<file path="config.mk">
export PLATFORM = sky130hd
export DESIGN_NAME = console_line_editor
export DESIGN_NICKNAME = d
export VERILOG_FILES = /design/src/cle_pkg.sv /design/src/cle_line_ram.sv /design/src/console_line_editor.sv
export SDC_FILE = /design/constraint.sdc
export NUM_CORES = 1
export LEC_CHECK = 0
export BUFFER_PORTS_ARGS = -buffer_cell sky130_fd_sc_hd__buf_2
export CELL_PAD_IN_SITES_DETAIL_PLACEMENT = 0
export CELL_PAD_IN_SITES_GLOBAL_PLACEMENT = 1
export CORE_ASPECT_RATIO = 0.75
export CORE_MARGIN = 4
export CORE_UTILIZATION = 50
export DETAILED_ROUTE_END_ITERATION = 10
export HOLD_SLACK_MARGIN = 0.12
export PLACE_DENSITY_LB_ADDON = 0.12
export SYNTH_ARGS = -nofsm -noshare
export SYNTH_HDL_FRONTEND = slang
export SYNTH_SLANG_ARGS = --single-unit
export TNS_END_PERCENT = 5
</file>
<file path="constraint.sdc">
create_clock -name clk -period 5.95 [get_ports clk]
set_input_delay 1.785 -clock clk [delete_from_list [all_inputs] [get_ports clk]]
set_output_delay 1.785 -clock clk [all_outputs]
set_load 0.01 [all_outputs]
</file>
<file path="src/cle_pkg.sv">
// Shared types and constants for the console line editor.
// Depends on nothing; used by cle_line_ram and console_line_editor.
package cle_pkg;

    // Store geometry and field widths.
    localparam int LINE_DEPTH = 64;
    localparam int ADDR_W     = $clog2(LINE_DEPTH);
    localparam int LIMIT_W    = 7;
    localparam int LEN_W      = 6;
    localparam int BYTE_W     = 8;

    // Character codes the editor reacts to.
    localparam logic [BYTE_W-1:0] CH_CR    = 8'h0D;
    localparam logic [BYTE_W-1:0] CH_LF    = 8'h0A;
    localparam logic [BYTE_W-1:0] CH_BS    = 8'h08;
    localparam logic [BYTE_W-1:0] CH_DEL   = 8'h7F;
    localparam logic [BYTE_W-1:0] CH_SP    = 8'h20;
    localparam logic [BYTE_W-1:0] CH_TILDE = 8'h7E;

    // Reset value of the line limit register.
    localparam logic [LIMIT_W-1:0] LIMIT_RESET = LIMIT_W'(64);

    // Write request into the line store.
    typedef struct packed {
        logic              en;
        logic [ADDR_W-1:0] addr;
        logic [BYTE_W-1:0] data;
    } cle_wr_t;

    // Read request into the line store.
    typedef struct packed {
        logic              en;
        logic [ADDR_W-1:0] addr;
    } cle_rd_t;

endpackage

</file>
<file path="src/cle_line_ram.sv">
// Line store: one write port and one read port, read data registered.
// Depends on cle_pkg.
module cle_line_ram (
    input  logic                        clk,
    input  cle_pkg::cle_wr_t            wr,
    input  cle_pkg::cle_rd_t            rd,
    output logic [cle_pkg::BYTE_W-1:0]  rd_data
);

    logic [cle_pkg::BYTE_W-1:0] mem [cle_pkg::LINE_DEPTH];

    // Write port.
    always_ff @(posedge clk)
    begin
        if (wr.en)
        begin
            mem[wr.addr] <= wr.data;
        end
    end

    // Read port; the data holds while no read is issued.
    always_ff @(posedge clk)
    begin
        if (rd.en)
        begin
            rd_data <= mem[rd.addr];
        end
    end

endmodule

</file>
<file path="src/console_line_editor.sv">
// Console line editor: each input byte is held in byte_reg and decoded; result beats are registered.
// A printable byte gives one echo beat, a dropped byte none, an erase on a non-empty line three.
// A line end on n stored bytes (n > 0) gives an LF echo, then n line beats read one per cycle
// from the store while out_ready holds. A new byte is taken only once the block is idle again.
// Reset clears the fill position and sets the line limit to 64; store contents stay undefined.
// Depends on cle_pkg and cle_line_ram.
module console_line_editor (
    input  logic                               clk,
    input  logic                               rst_n,
    // Configuration write channel (line limit).
    input  logic                               cfg_valid,
    output logic                               cfg_ready,
    input  logic [cle_pkg::LIMIT_W-1:0]        cfg_data,
    // Received byte channel.
    input  logic                               rx_valid,
    output logic                               rx_ready,
    input  logic [cle_pkg::BYTE_W-1:0]         rx_byte,
    // Result channel.
    output logic                               out_valid,
    input  logic                               out_ready,
    output logic                               dest,
    output logic [cle_pkg::BYTE_W-1:0]         data_byte,
    output logic [cle_pkg::LEN_W-1:0]          line_length,
    output logic                               last
);

    typedef enum logic [2:0] {
        ST_IDLE,
        ST_DECODE,
        ST_ERASE_SP,
        ST_ERASE_BS,
        ST_LINE
    } state_t;

    state_t                        state_reg, state_next;
    logic [cle_pkg::LIMIT_W-1:0]   limit_reg, limit_next;
    logic [cle_pkg::ADDR_W-1:0]    fill_reg, fill_next;
    logic [cle_pkg::ADDR_W-1:0]    idx_reg, idx_next;
    logic [cle_pkg::BYTE_W-1:0]    byte_reg, byte_next;
    logic                          out_valid_reg, out_valid_next;
    logic                          dest_reg, dest_next;
    logic [cle_pkg::BYTE_W-1:0]    data_reg, data_next;
    logic [cle_pkg::LEN_W-1:0]     len_reg, len_next;
    logic                          last_reg, last_next;

    cle_pkg::cle_wr_t              ram_wr;
    cle_pkg::cle_rd_t              ram_rd;
    logic [cle_pkg::BYTE_W-1:0]    ram_rd_data;

    logic [cle_pkg::LIMIT_W-1:0]   lim_clip;
    logic [cle_pkg::LIMIT_W-1:0]   capacity;
    logic                          has_room;
    logic                          is_eol;
    logic                          is_erase;
    logic                          is_print;
    logic                          can_push;
    logic                          line_end;

    cle_line_ram u_ram (
        .clk     (clk),
        .wr      (ram_wr),
        .rd      (ram_rd),
        .rd_data (ram_rd_data)
    );

    // Capacity is min(limit, depth) - 1, and zero for a zero limit.
    always_comb
    begin
        lim_clip = (limit_reg > cle_pkg::LIMIT_W'(cle_pkg::LINE_DEPTH))
                 ? cle_pkg::LIMIT_W'(cle_pkg::LINE_DEPTH) : limit_reg;
        capacity = (limit_reg == '0) ? '0 : lim_clip - 1'b1;
        has_room = cle_pkg::LIMIT_W'(fill_reg) < capacity;
    end

    // Byte classes of the held input byte.
    assign is_eol   = (byte_reg == cle_pkg::CH_CR) || (byte_reg == cle_pkg::CH_LF);
    assign is_erase = (byte_reg == cle_pkg::CH_DEL) || (byte_reg == cle_pkg::CH_BS);
    assign is_print = (byte_reg >= cle_pkg::CH_SP) && (byte_reg <= cle_pkg::CH_TILDE);

    // The output register can take a new beat when empty or draining now.
    assign can_push = !out_valid_reg || out_ready;
    assign line_end = (idx_reg == fill_reg - 1'b1);

    // Next-state and store access logic.
    always_comb
    begin
        state_next     = state_reg;
        fill_next      = fill_reg;
        idx_next       = idx_reg;
        byte_next      = byte_reg;
        dest_next      = dest_reg;
        data_next      = data_reg;
        len_next       = len_reg;
        last_next      = last_reg;
        limit_next     = limit_reg;
        out_valid_next = out_valid_reg && !out_ready;
        ram_wr         = '0;
        ram_rd         = '0;

        if (cfg_valid)
        begin
            limit_next = cfg_data;
        end

        unique case (state_reg)
            ST_IDLE:
            begin
                if (rx_valid)
                begin
                    byte_next  = rx_byte;
                    state_next = ST_DECODE;
                end
            end
            ST_DECODE:
            begin
                priority if (is_eol)
                begin
                    if (fill_reg == '0)
                    begin
                        state_next = ST_IDLE;
                    end
                    else if (can_push)
                    begin
                        // Echo LF and fetch the first line byte.
                        out_valid_next = 1'b1;
                        dest_next      = 1'b0;
                        data_next      = cle_pkg::CH_LF;
                        len_next       = '0;
                        last_next      = 1'b0;
                        idx_next       = '0;
                        ram_rd.en      = 1'b1;
                        ram_rd.addr    = '0;
                        state_next     = ST_LINE;
                    end
                end
                else if (is_erase)
                begin
                    if (fill_reg == '0)
                    begin
                        state_next = ST_IDLE;
                    end
                    else if (can_push)
                    begin
                        out_valid_next = 1'b1;
                        dest_next      = 1'b0;
                        data_next      = cle_pkg::CH_BS;
                        len_next       = '0;
                        last_next      = 1'b0;
                        fill_next      = fill_reg - 1'b1;
                        state_next     = ST_ERASE_SP;
                    end
                end
                else if (is_print && has_room)
                begin
                    if (can_push)
                    begin
                        out_valid_next = 1'b1;
                        dest_next      = 1'b0;
                        data_next      = byte_reg;
                        len_next       = '0;
                        last_next      = 1'b1;
                        ram_wr.en      = 1'b1;
                        ram_wr.addr    = fill_reg;
                        ram_wr.data    = byte_reg;
                        fill_next      = fill_reg + 1'b1;
                        state_next     = ST_IDLE;
                    end
                end
                else
                begin
                    // Non-printable bytes and bytes beyond capacity are dropped.
                    state_next = ST_IDLE;
                end
            end
            ST_ERASE_SP:
            begin
                if (can_push)
                begin
                    out_valid_next = 1'b1;
                    data_next      = cle_pkg::CH_SP;
                    state_next     = ST_ERASE_BS;
                end
            end
            ST_ERASE_BS:
            begin
                if (can_push)
                begin
                    out_valid_next = 1'b1;
                    data_next      = cle_pkg::CH_BS;
                    last_next      = 1'b1;
                    state_next     = ST_IDLE;
                end
            end
            ST_LINE:
            begin
                // Read data belongs to idx_reg; the next read is issued on each beat but the last.
                if (can_push)
                begin
                    out_valid_next = 1'b1;
                    dest_next      = 1'b1;
                    data_next      = ram_rd_data;
                    len_next       = cle_pkg::LEN_W'(fill_reg);
                    last_next      = line_end;
                    if (line_end)
                    begin
                        fill_next  = '0;
                        state_next = ST_IDLE;
                    end
                    else
                    begin
                        idx_next    = idx_reg + 1'b1;
                        ram_rd.en   = 1'b1;
                        ram_rd.addr = idx_reg + 1'b1;
                    end
                end
            end
            default:
            begin
                state_next = ST_IDLE;
            end
        endcase
    end

    // State, counters and the output register.
    always_ff @(posedge clk or negedge rst_n)
    begin
        if (!rst_n)
        begin
            state_reg     <= ST_IDLE;
            limit_reg     <= cle_pkg::LIMIT_RESET;
            fill_reg      <= '0;
            out_valid_reg <= 1'b0;
        end
        else
        begin
            state_reg     <= state_next;
            limit_reg     <= limit_next;
            fill_reg      <= fill_next;
            out_valid_reg <= out_valid_next;
        end
    end

    // Payload registers need no reset.
    always_ff @(posedge clk)
    begin
        idx_reg  <= idx_next;
        byte_reg <= byte_next;
        dest_reg <= dest_next;
        data_reg <= data_next;
        len_reg  <= len_next;
        last_reg <= last_next;
    end

    assign cfg_ready   = 1'b1;
    assign rx_ready    = (state_reg == ST_IDLE);
    assign out_valid   = out_valid_reg;
    assign dest        = dest_reg;
    assign data_byte   = data_reg;
    assign line_length = len_reg;
    assign last        = last_reg;

    // A line beat always carries a nonzero length.
    a_line_len: assert property (@(posedge clk) disable iff (!rst_n)
        (out_valid && dest) |-> (line_length != '0))
        else $error("line beat with zero length");

    // Echo beats carry a zero length.
    a_echo_len: assert property (@(posedge clk) disable iff (!rst_n)
        (out_valid && !dest) |-> (line_length == '0))
        else $error("echo beat with nonzero length");

    // Line read-out only runs over a non-empty line.
    a_line_fill: assert property (@(posedge clk) disable iff (!rst_n)
        (state_reg == ST_LINE) |-> (fill_reg != '0))
        else $error("line read-out with empty line");

    // The read-out index stays below the fill position.
    a_line_idx: assert property (@(posedge clk) disable iff (!rst_n)
        (state_reg == ST_LINE) |-> (idx_reg < fill_reg))
        else $error("read-out index beyond fill position");

endmodule

</file>
* Word level (Yosys, flattened, before mapping)
Memories as Yosys holds them, arrays and structs flattened. A register that Yosys moved wholly into a read port is not among the register bits. Index checks and enable logic that the tools add are counted.
Word-level totals: input port bits 20, logic and storage cells 149, memories 1, bits in writable memories 512, output and inout bits 19, bits in registers 47
Memories:
- u_ram.mem | words 64, width 8, rd ports 1, clocked after memory_dff 1, write ports 1, RTL line cle_line_ram.sv:10 | logic [cle_pkg::BYTE_W-1:0] mem [cle_pkg::LINE_DEPTH];
Operators by class: order comparisons 4, add/subtract/negate cells 4, reductions and logical operators 22, equal/unequal tests 26, muxes and demuxes 82
Operators by type and width (number):
- $mux W6 | 19
- $mux W8 | 10
- $mux W15 | 5
- $mux W7 | 7
- $mux W3 | 12
- $pmux W6 S2 | 3
- $pmux W8 S4 | 1
- $eq A8 B4 Y1 const B | 3
- $mux W1 | 20
- $ne A2 B2 Y1 const B | 9
- $ne A3 B3 Y1 const B | 5
- $pmux W3 S5 | 1
- $pmux W7 S2 | 1
- $add A6 B1 Y6 const B | 2
- $ne A4 B4 Y1 const B | 3
- $reduce_and A6 Y1 | 2
- $eq A8 B7 Y1 const B | 1
- $ge A8 B6 Y1 const B | 1
- $le A8 B7 Y1 const B | 1
- $reduce_and A8 Y1 | 1
- $gt A7 B7 Y1 const B | 1
- $logic_not A7 Y1 | 1
- $lt A6 B7 Y1 | 1
- $reduce_and A7 Y1 | 1
- other kinds (19) | 27

* Longest topological paths before layout
depth in word-level cells 12, depth in mapped cells 17, gate-level depth less buffers 15

* Hierarchy
Synthesis repeated with hierarchy kept, for this count alone.
Unflattened totals: cells, all modules 1304, area, all modules 23407.4 um^2
Modules (own cells, without submodules):
- cle_line_ram | times used 1, cells an instance 972, area each 20270.7 um^2, sequential area each 15615.0 um^2
- console_line_editor | times used 1, cells an instance 332, area each 3136.8 um^2, sequential area each 1327.5 um^2

* Least setup slack after synthesis
OpenSTA, ideal clock, no wires.
path kind flip-flop to flip-flop, from reg limit_reg[6] (netlist name), to mem u_ram.mem[0][0] (netlist name), data pin, slack 1946 ps, stages on the path, launching flop included 16, setup time 367 ps, required time 5583 ps, path buffers 2, arrival time 3637 ps, clock period less this slack 4004 ps, path through dfstp_2 -> inv_1 -> nand2_1 -> ha_1 -> xnor2_1 -> nand2_1 -> ha_1 -> a21o_1 -> a21o_1 -> a21oi_1 -> o21ai_0 -> a211oi_1 -> and3_1 -> clkbuf_1 -> buf_2 -> and2_1
RTL lines:
- from (decl) | RTL line console_line_editor.sv:36 | logic [cle_pkg::LIMIT_W-1:0] limit_reg, limit_next;
- from (signal assigned) | RTL line console_line_editor.sv:230 | limit_reg <= cle_pkg::LIMIT_RESET;
- from (signal assigned) | RTL line console_line_editor.sv:237 | limit_reg <= limit_next;
- to (decl) | RTL line cle_line_ram.sv:10

* Worst setup path in the final report
from reg fill_reg[0] (netlist name), to reg u_ram.rd_data[5] (netlist name) (read register of u_ram.mem), data pin
Between the ends: longest elaborated chain between the ends 5, elaborated cells between the ends (all ways) 8, classes of those cells add/sub (1); eq/ne (1); mux (5); reduce/logical (1)
Ends and longest elaborated chain:
- from (decl) | RTL line console_line_editor.sv:37 | logic [cle_pkg::ADDR_W-1:0] fill_reg, fill_next;
- from (signal assigned) | RTL line console_line_editor.sv:238 | fill_reg <= fill_next;
- $sub A6 B1 Y6 | RTL line console_line_editor.sv:82 | assign line_end = (idx_reg == fill_reg - 1'b1);
- $eq A6 B6 Y1 | RTL line console_line_editor.sv:82
- $mux W7 | RTL line console_line_editor.sv:204 | if (line_end)
- $mux W7 | RTL line console_line_editor.sv:197 | if (can_push)
- $pmux W7 S2 * | RTL line console_line_editor.sv:105 | unique case (state_reg)
- to (decl) | RTL line cle_line_ram.sv:7 | output logic [cle_pkg::BYTE_W-1:0] rd_data
Mark *: on every way between the ends. The rest lies on a longest branch, timed or not. A chain may end at the register's enable or synchronous reset.

==> results.txt <==
----------------------------------------------------
[Placement]
  Placed cell areas ... ~25000 um2
  Cells after DPL ... 2397
  Buffers on Ports ... 37
  Placement-stage worst setup slack ... just under 800 ps
  Total half-perimeter wirelength after legalization and detailed placement ... just under 50 mm
  Placer congestion estimate ... 0.9680

[Critical path]
  Required time at the endpoint of the critical path ... about 6200 ps
  Setup slack on the worst flop-to-flop path ... around 560 ps
  Worst setup EP type ... flop
  Crit path kind ... reg2reg
  Startpoint class of the critical path ... flop
  Data arrival at the endpoint of the critical path ... roughly 5700 ps
  Critical path peak fanout ... 20

[Timing]
  Max-Slew Margin vs Limit ... -1.176%
  Max-slew violation count ... 8
  Achievable Freq ... 185.5 MHz
  Fin Clk Skew ... 26.45 ps
  Part of the cycle the worst path needs ... around nine tenths
  Accumulated negative setup slack ... 0 ps
  Minimum period implied by the final worst setup slack ... approximately 5400 ps
  Worst-case setup margin in the final layout ... roughly 560 ps
  RSZ-0062 raised after global routing ... no
  Final hold slack ... 554.6 ps
  Slew @ Worst Pin ... roughly 1500 ps
  Setup violation total in the final timing report ... 0
  Hold Violations, Final ... 0

[Yosys]
  Area share of the largest cell type after synthesis ... 70.25%
  Ys async rst share ... 2.998%
  Count of flip-flops with a built-in enable after synthesis ... 550
  Distinct cells, synth ... 79
  Synth Warn # ... 0
  Mapped Avg Cell Area ... between 10 and 15 um2
  Count of mapped cells out of synthesis ... roughly 1600
  Proportion of synthesized chip area in sequential cells ... between 70% and 80%
  Dominant cell type by area after synthesis ... sky130_fd_sc_hd__edfxtp_1
  Largest cells by area after synthesis ... sky130_fd_sc_hd__edfxtp_1 70%, sky130_fd_sc_hd__nand2_1 3.0%, sky130_fd_sc_hd__mux2i_1 2.9%
  Post-Syn Area ... approximately 24000 um2
  Yosys reg bits ... 567
  Synth Flop Type ... sky130_fd_sc_hd__edfxtp_1

[Floorplan]
  Io pins ... 39
  Die H ... between 150 and 200 um
  Core box area ... about 46000 um2
  Die area ... 50590 um2
  Effective utilization at floorplan ... approximately half
  Die width ... 258.4 um
  Placement Rows ... 68

[Pwr]
  Largest voltage drop on the vdd net ... about 0.26 mV
  Ratio of total power to cell area ... around 320 nW/um2
  Lkg Pwr ... 9.601 nW
  Total power consumption of the routed design ... 8.773 mW

[Detailed routing]
  Number of vias in the routed layout ... about 16000
  Post-detailed-route DRC marker count ... 0
  Vias per cell ... approximately 6.2
  Drt first pass iters ... 8
  DR iter-0 viols ... 2005
  Detailed-route wire length ... a little over 70 mm
  Number of routed nets with antenna violations ... 0
  Wirelength per Cell ... between 20 and 30 um

[Clock tree]
  CTS sink cnt ... between 500 and 600
  TritonCTS clock tree ... built
  Clock transition at the registers of the reported paths ... about 70 ps
  Clock latency at the later pin of the worst-skew pair ... approximately 600 ps
  Number of gates given a new drive strength after cts ... 0
  CTS H-tree depth ... 2
  Total setup buffers inserted after CTS ... 0
  Maximum root-to-sink buffer count ... 3
  Clock root buffer ... sky130_fd_sc_hd__clkbuf_16
  Count of hold-fix buffers inserted at cts ... 0
  Num CTS Buffers ... 54

[Min path]
  Type of the most critical hold path ... reg2reg

[Layout]
  Area of combinational cells with multiple inputs ... 6317 um2
  Fillcell total ... 3724
  Non-filler cells, final ... around 2500
  Area taken by flip-flops and latches ... between 15000 and 20000 um2
  Layout Utilization ... between 50% and 60%
  Layout net count ... roughly 1900
  Max FFs per register ... 512
  Layout Cell Area excl Fill ... ~27000 um2
  Layout area overhead ... 14.97%
  Fraction of layout cells with a size suffix above 1 ... 15.27%
  Register name with the most flops ... u_ram.mem
  Most frequent standard cell in the layout excluding fill and tap cells ... sky130_fd_sc_hd__edfxtp_1
  Most frequent cells in the layout ... 550 x sky130_fd_sc_hd__edfxtp_1, 185 x sky130_fd_sc_hd__nand2_1, 120 x sky130_fd_sc_hd__buf_4, 105 x sky130_fd_sc_hd__nor2_1, 76 x sky130_fd_sc_hd__a21oi_1
  Diode count ... 0

[Global routing]
  Met3 track demand over resource ... 6.994%
  Via count of the first global-routing pass ... 14750
  Pin count of the biggest net entering global routing ... 65
  Overflow after GRT ... 0
  First-pass GRT wire length ... between 100 and 150 mm
  Global route hottest layer ... met1
  Met2 GRT Util ... between 40% and 50%
  GR Layer Usage met1 ... between 40% and 50%
  Overall track demand over capacity in global routing ... approximately 28%
  Initial antenna violation count ... 2

[Run status]
  Outcome ... finished with violations
  Failing checks ... capacitance limit, slew limit

[Run]
  Max Cap Viol ... 1

----------------------------------------------------
metal layers:
layer  routed length (um)  vias to the layer above
met2                30600                      871
met3                 7966                      138
li1                     -                     6743
met4                 2081                        2
met1                30910                     7807
met5                   13                        -
cells in the mapped netlist (7+ instances only):
library cell,number
sky130_fd_sc_hd__a221o_1,16
sky130_fd_sc_hd__o221ai_1,9
sky130_fd_sc_hd__o2bb2ai_1,9
sky130_fd_sc_hd__and4_1,7
sky130_fd_sc_hd__a22o_1,18
sky130_fd_sc_hd__clkbuf_1,44
sky130_fd_sc_hd__a22oi_1,46
sky130_fd_sc_hd__a31oi_1,15
sky130_fd_sc_hd__ha_1,10
sky130_fd_sc_hd__dfrtp_1,16
sky130_fd_sc_hd__a211oi_1,16
sky130_fd_sc_hd__mux2i_1,68
sky130_fd_sc_hd__and3_1,15
sky130_fd_sc_hd__o2111ai_1,7
sky130_fd_sc_hd__xnor2_1,9
sky130_fd_sc_hd__nor4_1,22
sky130_fd_sc_hd__a21oi_1,76
sky130_fd_sc_hd__o22ai_1,17
sky130_fd_sc_hd__and2_1,14
sky130_fd_sc_hd__o211ai_1,20
sky130_fd_sc_hd__o21ai_0,57
sky130_fd_sc_hd__inv_1,19
sky130_fd_sc_hd__nor2_1,105
sky130_fd_sc_hd__nor3_1,29
sky130_fd_sc_hd__or3_1,7
sky130_fd_sc_hd__mux2_2,9
sky130_fd_sc_hd__o2111a_1,7
sky130_fd_sc_hd__nand4_1,13
sky130_fd_sc_hd__a2bb2oi_1,8
sky130_fd_sc_hd__buf_4,13
sky130_fd_sc_hd__nand2_1,185
sky130_fd_sc_hd__nand3_1,33
sky130_fd_sc_hd__edfxtp_1,550
sky130_fd_sc_hd__a221oi_1,17
sky130_fd_sc_hd__buf_2,23
sky130_fd_sc_hd__o31ai_1,8
sky130_fd_sc_hd__nor2b_1,7
path summary, 6_finish.rpt:
path                                               start                         end  cells past startpoint
worst max-delay path             fill_reg[0]$_DFFE_PN0P_  u_ram.rd_data[5]$_DFFE_PP_                     12
worst max register to register   fill_reg[0]$_DFFE_PN0P_  u_ram.rd_data[5]$_DFFE_PP_                     12
max in group asynchronous                          rst_n    limit_reg[6]$_DFFE_PN1P_                      1
worst min-delay path            line_length[1]$_DFFE_PP_    line_length[1]$_DFFE_PP_                      2
min in group asynchronous                          rst_n    limit_reg[2]$_DFFE_PN0P_                      1
worst min register to register  line_length[1]$_DFFE_PP_    line_length[1]$_DFFE_PP_                      2
report_power, final:
group / total (mW) / switching (mW) / internal (mW)
Combinational: 0.740 / 0.537 / 0.203
Sequential: 4.53 / 0.0908 / 4.44
Clock: 3.50 / 1.49 / 2.01
worst max-delay path, stage by stage (launching register included):
cell and delay (ps):
sky130_fd_sc_hd__dfrtp_1 710, sky130_fd_sc_hd__inv_1 200, sky130_fd_sc_hd__ha_1 370, sky130_fd_sc_hd__xnor2_1 140
sky130_fd_sc_hd__nor2_1 150, sky130_fd_sc_hd__o211ai_1 430, sky130_fd_sc_hd__buf_4 400, sky130_fd_sc_hd__o21ai_4 730
sky130_fd_sc_hd__buf_4 360, sky130_fd_sc_hd__mux2i_1 250, sky130_fd_sc_hd__o2bb2ai_1 160, sky130_fd_sc_hd__nor4_1 1010
sky130_fd_sc_hd__nor4_1 120
kinds of logic (layout without fill, tap and decap cells):
kind of cell    after synthesis  in the layout  synth area share (%)
xor+xnor                     15             15                0.5588
fa+ha+maj                    10             10                0.5322
flops                       567            567                 72.06
mux                          78             78                 3.390
buf+inv                     106            277                 2.182
other cells                   2             65               0.03194
simple gates                461            461                 9.138
compound gates              394            394                 12.10
layout make-up:
cell class | count | area share [%]
Clock buffer | 66 | 5.397
Clock inverter | 34 | 1.278
Inverter | 19 | 0.2639
Multi-Input combinational cell | 1023 | 23.37
Sequential cell | 567 | 62.68
Tap cell | 630 | 2.916
Timing Repair Buffer | 158 | 4.092
Note: power is estimated with default switching activity, not from simulation.
